$ cat src/hw/rtl/double_ended_queue_unit_assert.svh
// Assertion macros for the double-ended queue unit.
`ifndef DOUBLE_ENDED_QUEUE_UNIT_ASSERT_SVH
`define DOUBLE_ENDED_QUEUE_UNIT_ASSERT_SVH

`ifndef ASSERT_OFF

// Consequent holds in the same cycle as the antecedent.
`define DQU_ASSERT_SAME(lbl, clk, rstn, ante, cons) \
    lbl: assert property (@(posedge clk) disable iff (!(rstn)) (ante) |-> (cons)) \
        else $error("assertion failed");

// Consequent holds in the cycle after the antecedent.
`define DQU_ASSERT_NEXT(lbl, clk, rstn, ante, cons) \
    lbl: assert property (@(posedge clk) disable iff (!(rstn)) (ante) |=> (cons)) \
        else $error("assertion failed");

`else

`define DQU_ASSERT_SAME(lbl, clk, rstn, ante, cons)
`define DQU_ASSERT_NEXT(lbl, clk, rstn, ante, cons)

`endif

`endif

$ cat src/hw/rtl/dqu_pkg.sv
package dqu_pkg;

    localparam int DataW     = 32;
    localparam int ModeW     = 3;
    localparam int StatusW   = 2;
    localparam int CntW      = 7;
    localparam int DepthDflt = 64;

    typedef enum logic [ModeW-1:0] {
        MODE_ADD_FRONT    = 3'd0,
        MODE_ADD_REAR     = 3'd1,
        MODE_REMOVE_FRONT = 3'd2,
        MODE_REMOVE_REAR  = 3'd3,
        MODE_LIST         = 3'd4
    } mode_t;

    typedef enum logic [StatusW-1:0] {
        STAT_OK    = 2'd0,
        STAT_UNDER = 2'd1,
        STAT_OVER  = 2'd2,
        STAT_EMPTY = 2'd3
    } status_t;

    typedef enum logic [2:0] {
        CELL_HOLD,
        CELL_PUSH_FRONT,
        CELL_PUSH_REAR,
        CELL_POP_FRONT,
        CELL_ROTATE
    } cell_op_t;

    typedef struct packed {
        cell_op_t          op;
        logic [CntW-1:0]   count;
    } cell_ctl_t;

    typedef enum logic {
        ST_IDLE,
        ST_LIST
    } state_t;

endpackage

$ cat src/hw/rtl/dqu_cell.sv
module dqu_cell #(
    parameter int INDEX = 0
) (
    input  logic                       aclk,
    input  dqu_pkg::cell_ctl_t         ctl,
    input  logic [dqu_pkg::DataW-1:0]  in_word,
    input  logic [dqu_pkg::DataW-1:0]  left_word,
    input  logic [dqu_pkg::DataW-1:0]  right_word,
    input  logic [dqu_pkg::DataW-1:0]  wrap_word,
    output logic [dqu_pkg::DataW-1:0]  data
);

    localparam logic [dqu_pkg::CntW-1:0] Pos     = dqu_pkg::CntW'(INDEX);
    localparam logic [dqu_pkg::CntW-1:0] PosNext = dqu_pkg::CntW'(INDEX + 1);

    logic [dqu_pkg::DataW-1:0] data_reg;
    logic [dqu_pkg::DataW-1:0] data_next;

    always_comb begin
        unique case (ctl.op)
            dqu_pkg::CELL_PUSH_FRONT: begin
                data_next = (INDEX == 0) ? in_word : left_word;
            end
            dqu_pkg::CELL_PUSH_REAR: begin
                data_next = (ctl.count == Pos) ? in_word : data_reg;
            end
            dqu_pkg::CELL_POP_FRONT: begin
                data_next = right_word;
            end
            dqu_pkg::CELL_ROTATE: begin
                if (ctl.count == PosNext) begin
                    data_next = wrap_word;
                end else if (ctl.count > PosNext) begin
                    data_next = right_word;
                end else begin
                    data_next = data_reg;
                end
            end
            default: begin
                data_next = data_reg;
            end
        endcase
    end

    always_ff @(posedge aclk) begin
        data_reg <= data_next;
    end

    assign data = data_reg;

endmodule

$ cat config.mk
export PLATFORM = sky130hd
export DESIGN_NAME = dqu_cell
export DESIGN_NICKNAME = d
export VERILOG_FILES = /design/src/hw/rtl/double_ended_queue_unit_assert.svh /design/src/hw/rtl/dqu_pkg.sv /design/src/hw/rtl/dqu_cell.sv
export SDC_FILE = /design/constraint.sdc
export NUM_CORES = 1
export LEC_CHECK = 0
export BUFFER_PORTS_ARGS = -buffer_cell sky130_fd_sc_hd__buf_2
export CELL_PAD_IN_SITES_DETAIL_PLACEMENT = 1
export CELL_PAD_IN_SITES_GLOBAL_PLACEMENT = 1
export CORE_UTILIZATION = 30
export CTS_CLUSTER_DIAMETER = 50
export DETAILED_ROUTE_END_ITERATION = 8
export HOLD_SLACK_MARGIN = 0.12
export PLACE_DENSITY = 0.93
export RECOVER_POWER = 25
export SETUP_SLACK_MARGIN = 0.05
export SYNTH_ARGS = -nofsm -noshare
export SYNTH_HDL_FRONTEND = slang
export SYNTH_SLANG_ARGS = --single-unit
$ cat constraint.sdc
create_clock -name aclk -period 8.05 [get_ports aclk]
set_input_delay 0.805 -clock aclk [delete_from_list [all_inputs] [get_ports aclk]]
set_output_delay 0.805 -clock aclk [all_outputs]
set_load 0.1 [all_outputs]
# After elaboration in Yosys (flattened, before gate mapping)
# Index checks and enable logic that the tools add are counted.
totals:
  regBits: 32
  latch_bits: 0
  ramBits: 0
  mem_bits_ro: 0
  input_bits: 139
  out_inout_bits: 32
  elab_cells: 16
  n_memories: 0
classes:
  addsub: 0
  n_mul: 0
  div_mod_pow: 0
  order_cmp: 1
  eq_ne: 7
  n_shift: 0
  mux: 4
  n_bitwise: 0
  n_reduce_logical: 3
op_table:
  columns: ["op", "count"]
  rows:
  - ["32-bit case mux with 4 select lines", 1]
  - ["32-bit 2-to-1 mux", 3]
  - ["7-bit by 1-bit equality test with 1-bit output, second input constant", 1]
  - ["7-bit by 1-bit > comparator with 1-bit output, second input constant", 1]
  - ["7-bit logical NOT", 1]
  - ["3-bit by 2-bit equality test with 1-bit output, second input constant", 2]
  - ["4-bit nonzero test", 1]
  - ["3-bit by 1-bit equality test with 1-bit output, second input constant", 1]
  - ["3-bit equality test, second input constant", 1]
  - ["3-bit != test, second input constant", 1]
  - ["3-bit AND reduction", 1]
  - ["2-bit != test, second input constant", 1]

# Longest topological paths before layout
# Gate-level depths: netlist of run 1.
logic_depth:
  depth_word: 4
  ltp_mapped: 6
  ltp_nobuf: 3

# Least setup slack after synthesis of run 1
# OpenSTA, ideal clock, no wires.
synth_path:
  kind: "input -> register"
  from: "input ctl[8] in the netlist's numbering"
  to: "register data_reg, in the netlist data[0] (enable)"
  setup_time_ns: 0.430
  t_arrival_ns: 2.933
  required_time_ns: 7.620
  slack_ns: 4.687
  path_stages: 4
  path_buffers: 2
  path_cell_list: "buf_2 > clkbuf_1 > a31oi_1 > o2bb2ai_1"
synth_between:
  elab_chain_len: 3
  word_cells_on_any_way: 8
  classes_between: "6 x eq/ne; 2 x reduce/logical"
synth_rtl:
  columns: ["element", "line", "rtl"]
  rows:
  - ["from (decl)", "dqu_cell.sv:5", "input dqu_pkg::cell_ctl_t ctl,"]
  - ["3-bit equality test, or another cell as far along", "dqu_cell.sv:20", "unique case (ctl.op)"]
  - ["3-bit != test (no source line), or another cell as far along", null, null]
  - ["3-bit AND reduction (no source line) (*)", null, null]
  - ["to (signal assigned)", "dqu_cell.sv:46", "data_reg <= data_next;"]
  - ["to (decl)", "dqu_cell.sv:16", "logic [dqu_pkg::DataW-1:0] data_reg;"]
# Mark *: on every way between the ends. The rest lies on a longest branch, timed or not.
# A chain may end at the register's enable or synchronous reset.

# Final worst setup path of run 1
layout_path:
  from: "input ctl[9] in the netlist's numbering"
  to: "register data_reg, in the netlist data[11] (enable)"
# Same word-level chain as after synthesis.

==> results of run 1 <==
-- cell usage in the layout (no fill, tap or decap), drive strengths merged, types with 2 or more instances in the layout --
master,count
buf,122
nand2,33
nand4,32
o21ai,32
nor2,32
a21oi,32
a221o,32
o211ai,32
edfxtp,32
clkbuf,29
nor3b,2
and2,2
clkinv,2
-- Yosys cell counts --
master / instances
nand2_1: 33
a21oi_1: 32
a221o_1: 32
edfxtp_1: 32
nand4_1: 32
nor2_1: 32
o211ai_1: 32
o21ai_0: 32
clkbuf_1: 24
buf_2: 14
buf_4: 3
and2_1: 2
nor3b_2: 2
a31oi_1: 1
buf_1: 1
nor3_1: 1
nor4_4: 1
o2bb2ai_1: 1
-- path summary, 6_finish.rpt --
path	startpoint	end	slack [ps]	cells past startpoint
min	wrap_word[19]	data[19]$_DFFE_PP_	860	3
max	ctl[9]	data[11]$_DFFE_PP_	5060	5
-- worst max-delay path, cell delays in order --
cell	delay [ps]
buf_2	70
buf_4	550
nor3b_4	290
buf_4	560
o2bb2ai_4	530
-- cells by family (layout without fill, tap and decap cells) --
kind of cell / count (synthesis) / count (layout) / synth area share (%)
AO/OA/AOI/OAI: 130 / 130 / 35.1
AND/OR/NAND/NOR: 103 / 103 / 19.9
buffers and inverters: 42 / 154 / 7.31
flip-flops: 32 / 32 / 37.7
-- cell type report --
class / count / area (sq um) / share of cell area, %
Tap cell: 105 / 131 / 3.92
Clock buffer: 5 / 68.8 / 2.05
Sequential cell: 32 / 961 / 28.6
Clock inverter: 3 / 37.5 / 1.12
Timing Repair Buffer: 146 / 721 / 21.5
Multi-Input combinational cell: 233 / 1440 / 42.8
-- where the power goes --
| part | total, W | internal, W | switching, W |
|---|---|---|---|
| registers | 0.000212 | 0.000207 | 0.00000486 |
| clock network | 0.000157 | 0.0000903 | 0.0000664 |
| logic | 0.000257 | 0.0000550 | 0.000202 |
-- per-layer routing --
metal	GRT usage (%)	vias to the layer above	part of all wire, %
met2	39.8	123	52
met4	12.7	0	3.5
met3	2.91	28	4.8
li1	-	1431	-
met5	0	-	0
met1	23.4	1539	39
-- per-stage QoR --
| step | hold WS, ps | worst slack (ps) | total power, W | util, % |
|---|---|---|---|---|
| 2_1_floorplan | 1060 | 4690 | 0.000412 | - |
| 3_3_place_gp | 1140 | 4790 | 0.000469 | 39.9 |
| 3_5_place_dp | 1160 | 4770 | 0.000476 | 39.9 |
| 4_1_cts | 848 | 5070 | 0.000635 | 41.2 |
| 5_1_grt | 863 | 4940 | 0.000650 | 40.8 |
| 6_report | 859 | 5060 | 0.000625 | 40.8 |
==> results.txt, run 1 <==
* Post-Syn Instances: approximately 310
- During synthesis, Yosys emitted a total of 0 warnings.
* Number of slew-limit violations in the final report: 0
* Cell taking the most area after synthesis: edfxtp_1
- Starting utilization of the core area: 31.0%
- Fmax: 335 MHz
- Detailed placement ended at an HPWL of 6370 um.
- The first TritonRoute pass finished after 4 iterations.
* Clock tree from TritonCTS: done
* Horizontal extent of the die: 94.2 um
* Worst Tran Pin Value: 1210 ps
* Number of max-capacitance violations reported: 0
- Total power per unit cell area: 186 nW/um^2
- Average footprint of a synthesized cell: 8.31 sq um
- Setup violations remaining at the end of the flow were counted as 0.
- In the routed layout, each cell is associated on average with a via count of just under 6.
* Max VDD drop: 0.0577 mV
- Signal arrival time at the worst endpoint: 2890 ps
* Period utilisation layout: around 37%
- Setup crit start kind: input pin
* Count of vias placed by the detailed router: between 3000 and 4000
* Post-CTS setup repair buffer count: 0
- After detailed routing, the average wire length per cell comes to roughly 19 um.
- The critical path is of the input pin to flop type.
- Fraction of layout instances using a drive strength above 1: 31.5%
* Gp weighted congestion: 0.750
* Finished Cell Area: ~3400 sq um
- After synthesis, the netlist uses 18 different library cells.
- Maximum number of pins on one net before global-route repair: 68
- After synthesis, flip-flops and latches occupy 37.7% of the total area.
* Final-report hold violation count: 0
* H-tree depth reported by CTS: 2
- After detailed routing, the number of remaining DRC violations is 0.
- Counting the fill cells in the layout gives 1025.
* Post-cts sizing count: 0
* Setup Total Neg Slack: 0 ps
* Critical path endpoint category: flop
- From synthesis to final layout, the design area changed by 31.5%.
- Post-CTS clock slew at the launch and capture registers of the worst setup and hold paths: 80 ps
* Antenna Cells: 0
* Number of global-route vias before repair: about 3200
- Post-Syn Area: 2550 sq um
- Residual overflow from global routing: 0
- Summing all placed instances gives a cell area of 3280 sq um.
- Number of buffers added to fix hold violations after cts: 0
- The analysis attributes to cell leakage a power of 1.22 nW.
* Number of buffers inserted by port buffering: 138
- The die is between 90 and 100 um tall.
* Final non-filler cell total: about 520
- Number of clock buffers inserted by TritonCTS: 5
- The net count of the finished layout is 557.
- Along the worst path, the maximum fanout reaches 66.
* FF+latch count, synth: 32
* Clock sink count: 32
- The min-delay analysis places its worst path in the category input pin to flop.
* Clock Path Buffers: 2
- The register with the most flip-flops in the layout has 32 of them.
- Number of antenna-violating nets in the routed design: 0
- Of the post-synthesis cell area, the dominant cell type holds 37.7%.
* All-Layer GR Usage: 21.7%
* Root buffer cell: clkbuf_8
* Initial antenna violation count: 0
* Wire length of the first global-routing pass: 15000 um
- Setup repair after global routing left no endpoint under its margin.
- Rows: 33
* Total wire length after detailed routing: approximately 9800 um
- For this design the top-level I/O count stands at 171.
* Post-Syn Nets: 446
- The core region is 8220 sq um.
- Measured against its own limit, the worst slew margin works out to between 10% and 20%.
- Including well taps, the total number of placed cells is 516.
* Drt initial violations: roughly 120
- At the worst endpoint, the required time is 7950 ps.
* Final worst path period need: 2990 ps
- Status: finished, final reports clean
* Area contributors post-synth: edfxtp_1 (38%), a221o_1 (13%), o211ai_1 (9.4%), nand4_1 (7.8%), a21oi_1 (6.3%)
* Die area: approximately 8900 sq um
Note: power is estimated with default switching activity, not from simulation.
==> run 2, diff against run 1 <==
CORE_UTILIZATION = 26   (was 30)
PLACE_DENSITY = 0.86   (was 0.93)
clock period = 2.6 ns   (was 8.05 ns; I/O delays follow)
==> run 2 against run 1 <==
- sequential power rose to 3.1 times the previous value
- total power rose to 3.0 times the previous value
- die area up 15%
- first-iteration DRC count up 0.85%
- design area up 1.5%
- via count up 1.4%
- core utilization down 4.5 points
- non-clock buffer count up 5
- flip-flop and latch count unchanged
- combinational power rose to 3.1 times the previous value
- cell count up 5.3%
- critical endpoint is now data[5]
- largest cell class unchanged
==> results.txt, run 2 (synthesis results as in run 1) <==
* Status: finished, final reports clean
- The library cell used most frequently in the layout, excluding fill and tap cells, is buf_2.
- The routed design has 10000 um of wire.
* Fraction of layout instances using a drive strength above 1: roughly a third
- Cells along the critical path: clkbuf_1
* Wire length of the first global-routing pass: 15600 um
- After the first detailed-routing iteration, the DRC count stood at 119.
* Relative area change from synthesis to final layout: 33.5%
- In this run switching power makes up 45.8% of total power.
* Final worst path period need: about 1800 ps
* Number of slew-limit violations in the final report: 0
- Highest-delay cell along the critical path: clkbuf_1
- Die area: 10200 sq um
* Residual DRC count: 0
* HPWL after DPL: between 6000 and 7000 um
- The top cell types in the final layout, fill and taps aside, are buf_2 (114), nand2_1 (33).
- Static timing analysis puts the maximum clock frequency at 568 MHz.
- The number of hold violations in the final report was 0.
- In this design, the stage delay of the slowest critical-path cell is 890 ps.
- Setup Viol. Count Final: 0
- H-tree depth reported by CTS: 2
* Critical path required time: 2340 ps
- At the worst endpoint, the arrival time is 1500 ps.
- Root buffer cell: clkbuf_8
- Antenna Cells: 0
- Hold is met by 312 ps.
* All-Layer GR Usage: about a fifth
* Number of buffers added to fix hold violations after cts: 0
- The final layout contains 562 nets.
- After routing, the total negative slack on setup checks comes to 0 ps.
* Combinational Power Share: 43.7%
- The analysis attributes to net switching a power of 0.000846 W.
- The number of buffers and inverters on the critical path is 1.
- Once the clock tree was built, the resizer swapped 0 gates to a different size.
- The detail route stage leaves a number of antenna-violating nets equal to 0.
- I/O pin total: 171
- Leakage: 1.24 nW
* Die extent in y: roughly 100 um
* Setup crit start kind: flop
- Rows: 35
- The detailed router placed 3165 vias in this run.
- The share of total power dissipated in sequential elements is between 30% and 40%.
- The number of antenna violations at the first check in global routing is 0.
- Maximum number of pins on one net before global-route repair: 65
- Filler Cell Count: 1203
- After detailed routing, the average wire length per cell comes to approximately 18 um.
- The pre-antenna-repair detailed-routing pass consisted of 4 iterations.
* Post-layout total power: 0.00185 W
* Post-CTS clock slew at the launch and capture registers of the worst setup and hold paths: 70 ps
- Clock power frac: 20.7%
* Cell-internal power: 0.00100 W
* Max VDD drop: 0.173 mV
* Clock tree from TritonCTS: done
* Min-delay worst type: input pin to flop
- Using the TritonRoute via totals, the vias-per-cell ratio works out to between 5 and 6.
- Number of buffers inserted by port buffering: ~140
- RSZ-0062 raised after global routing: false
* Clock Path Buffers: 2
* Starting utilization of the core area: a little over a quarter
- Cell family with most CP delay: buffers and inverters
* Floorplan Core Area: approximately 9400 sq um
* Post-detailed-placement cell area: 3360 sq um
- Finished Core Util: 36.3%
- Critical path endpoint category: primary output
- The total overflow left after global routing is 0.
- Period utilisation layout: around 68%
- The finished cells cover 3410 sq um.
* Highest fanout seen on the critical path: 1
- Number of global-route vias before repair: 3277
- Max reg flops: 32
- After clock tree synthesis, the setup repair step added 0 buffers.
* Critical path class: flop to primary output
- From left edge to right edge, the die measures 101 um.
- Across the run, the number of max-cap violations was 0.
* Worst Tran Pin Value: 1210 ps
- Measured against its own limit, the worst slew margin works out to about a fifth.
- Number of clock buffers inserted by TritonCTS: 5
- Clock sink count: 32
- Dividing total power by cell area gives a power density of 542 nW/um^2.
* Gp weighted congestion: about 0.77
==> run 2: cell count changes in the layout (fill, tap and decap cells not counted), sizes merged <==
cell and delta:
bufinv -1, clkbuf +1, clkinv -1, buf +5
==> run 2: power by group through the flow <==
stage               clock [W]  combinational (W)  sequential [W]
floorplan                   0           0.000192         0.00108
global placement            0           0.000802        0.000666
detailed placement          0           0.000817        0.000668
CTS                  0.000393           0.000819        0.000656
global route         0.000411           0.000848        0.000662
finish               0.000383           0.000806        0.000657
==> run 2: stage by stage <==
| step | worst slack (ps) | instances |
|---|---|---|
| detailed placement | 568 | 545 |
| global route | 765 | 552 |
| CTS | 873 | 552 |
| finish | 839 | 552 |
| floorplan | 446 | 307 |
| global placement | 559 | 545 |
==> run 2: metal layers <==
metal	track usage (%)	wire length [um]	up-vias
met5	0	0	-
met4	8.58	244	0
met3	3.12	497	19
met2	37.0	5240	120
met1	21.5	4070	1582
li1	-	-	1444
==> run 2: area by class of cell <==
cell class / instances / area (sq um) / share of cell area, %
multi-input combinational: 233 / 1440 / 42.1
sequential: 32 / 961 / 28.2
timing repair buffer: 151 / 771 / 22.6
tap: 129 / 161 / 4.74
clock buffer: 6 / 72.6 / 2.13
clock inverter: 1 / 5.00 / 0.147
==> run 2: worst paths after layout <==
check | depth (start not counted) | startpoint | to
setup / recovery | 1 | data[5]$_DFFE_PP_ | data[5]
hold / removal | 3 | wrap_word[31] | data[31]$_DFFE_PP_
==> run 3, diff against run 2 <==
ABC_AREA = 1   (was not set)
CORE_UTILIZATION = 25   (was 26)
clock period = 1.57 ns   (was 2.6 ns; I/O delays follow)
==> run 3 against run 2 <==
- core utilization decreased by 0.88 points
- design area increased by 2.2%
- cell count increased by 15%
- largest cell class unchanged
==> results.txt, run 3 <==
- Before CTS, the worst setup slack after placement is 113 ps.
- The tree built by TritonCTS fans out to 32 sinks.
* Number of flops mapped to enable cells by yosys: 32
* Setup Total Neg Slack: 0 ps
- In this run the tightest slew margin relative to its limit is 66.2%.
- In this run the remaining antenna-violating nets after routing total 0.
* Initial antenna violation count: 0
- Die extent in y: 103 um
- Once layout is complete, the cells apart from fillers number 637.
* Critical path endpoint category: flop
- All-Layer GR Usage: 16.1%
- After synthesis, flip-flops and latches occupy a little under two fifths of the total area.
* Final-report hold violation count: 0
- Die area: 10600 sq um
* Count of vias placed by the detailed router: approximately 2800
- Number of max-capacitance violations reported: 0
- HPWL after DPL: 6380 um
* Drt initial violations: 33
- Average footprint of a synthesized cell: 6.91 sq um
* Root buffer cell: clkbuf_8
- RSZ-0062 raised after global routing: false
- The tightest min-delay check is of the input pin to flop type.
* Number of slew-limit violations in the final report: 0
- Critical path class: input pin to flop
- Signal arrival time at the worst endpoint: 1330 ps
- Counting flops and latches in the post-synthesis netlist gives 32.
- Detailed-route wire length per cell: 13.1 um
- Highest fanout seen on the critical path: 16
* Period utilisation layout: 85.2%
- Of the post-synthesis cell area, the dominant cell type holds 37.9%.
* Net count, final: 642
- Setup Viol. Count Final: 0
* Antenna Cells: 0
* Maximum number of pins on one net before global-route repair: 65
- During I/O placement, the number of pins put on the boundary was roughly 170.
- Post-Syn Nets: 506
* Yosys synthesis warning count: 0
- Post-cts sizing count: 0
- Max VDD drop: 0.324 mV
- Final worst path period need: 1340 ps
* Horizontal extent of the die: 103 um
- Leaving out fill and tap cells, the most frequent cell in the layout is buf_2.
* Floorplan Core Area: 9820 sq um
- The run finished with clean final reports.
- Iteration count of the initial detailed-routing pass: 4
- Total wire length after detailed routing: 8310 um
* Number of clock buffers inserted by TritonCTS: 5
- The top cell types in the final layout, fill and taps aside, are buf_2 (136), inv_1 (98), nand3_1 (97).
- In the synthesized netlist the dominant register cell turns out to be edfxtp_1.
- Based on the critical path, the design can be clocked at up to about 750 MHz.
* Area contributors post-synth: edfxtp_1 (38%), nand3_1 (19%), inv_1 (14%), nand2_1 (10%), buf_6 (5.8%)
- After clock tree synthesis, the clock-pin slew on the worst setup and hold paths is 70 ps.
- Starting utilization of the core area: approximately a quarter
* H-tree depth reported by CTS: 2
* Clock Path Buffers: 2
- TritonCTS built the clock tree.
- After detailed routing, the met2 layer carries 4330 um of wire.
- WL met3: about 470 um
- Post-CTS setup repair buffer count: 0
- Max reg flops: 32
* Cells after DPL: 629
- Hold repair after CTS inserted 0 buffers.
- Wire length of the first global-routing pass: 12900 um
- Cells with a size suffix above 1 make up 33.5% of the layout.
- In this run the static leakage power is 1.98 nW.
* Total power per unit cell area: 943 nW/um^2
* Residual DRC count: 0
- Relative area change from synthesis to final layout: 37.2%
- Of all flip-flops after synthesis, the portion carrying an async set or reset was 0%.
* Cell taking the most area after synthesis: edfxtp_1
- After detailed routing, the number of vias per cell comes to 4.38.
* Setup slack after layout: 232 ps
* Met1 wire length: 3450 um
- After floorplanning, the core was divided into 36 placement rows.
- In this run the tool buffered the top-level ports with 138 buffer cells.
* Commonest cells in the netlist: inv_1 (98), nand3_1 (97), nand2_1 (69)
- Most frequent cell after synthesis: inv_1
* Setup crit start kind: input pin
- Residual overflow from global routing: 0
* Highest metal layer with signal wires: met4
* Number of global-route vias before repair: 2752
- STA puts the critical path data required time at 1560 ps.
- Gp weighted congestion: 0.718
- At the pin with the least slew margin, the transition time is 511 ps.
- Yosys mapped the design onto 18 distinct sky130hd cell types.
* Post-Syn Instances: 367
- The synthesized netlist occupies a cell area of ~2500 sq um.
[run 3: logic make-up after synthesis]
logic type             Yosys count  share of synthesized area, %
DFF                             32                          37.9
buffers and inverters          124                          22.6
AOI/OAI and AO/OA               34                          6.71
and+or+nand+nor                177                          32.8
[run 3: area by class of cell]
type / instances / area [sq um]
timing repair buffer: 150 / 853
clock inverter: 2 / 35.0
inverter: 103 / 387
multi-input combinational: 211 / 1010
sequential: 32 / 961
clock buffer: 6 / 72.6
fill: 1312 / 6340
tap: 133 / 166
[run 3: metal layers]
metal | track usage [%] | vias up
li1 | - | 1420
met1 | 17.9 | 1272
met2 | 31.1 | 93
met3 | 3.80 | 5
met4 | 3.03 | 0
met5 | 0 | -
[run 3: critical path: stages]
cell,delay [ps]
clkbuf_1,110
or2_2,280
nor2_1,190
a21oi_2,70
nor2_1,310
buf_12,210
[run 3: final timing paths]
path | startpoint | end | slack (ps) | cells after the start
worst max-delay path | ctl[6] | data[11]$_DFFE_PP_ | 230 | 6
worst min-delay path | right_word[27] | data[27]$_DFFE_PP_ | 260 | 5
[run 3: where the power goes]
| group | leakage, nW | internal (W) | switching (W) |
|---|---|---|---|
| sequential | 0.310 | 0.00107 | 0.0000301 |
| combinational | 1.61 | 0.000295 | 0.00110 |
| clock | 0.0552 | 0.000471 | 0.000316 |
[run 3: metrics by stage]
stage | cell area [sq um] | utilization, % | hold WS [ps] | power, W
2_1_floorplan | 2550 | - | 436 | 0.00220
3_3_place_gp | 3390 | 34.5 | 534 | 0.00250
3_5_place_dp | 3390 | 34.5 | 548 | 0.00253
4_1_cts | 3490 | 35.6 | 250 | 0.00334
5_1_grt | 3480 | 35.5 | 272 | 0.00344
6_report | 3480 | 35.5 | 260 | 0.00328
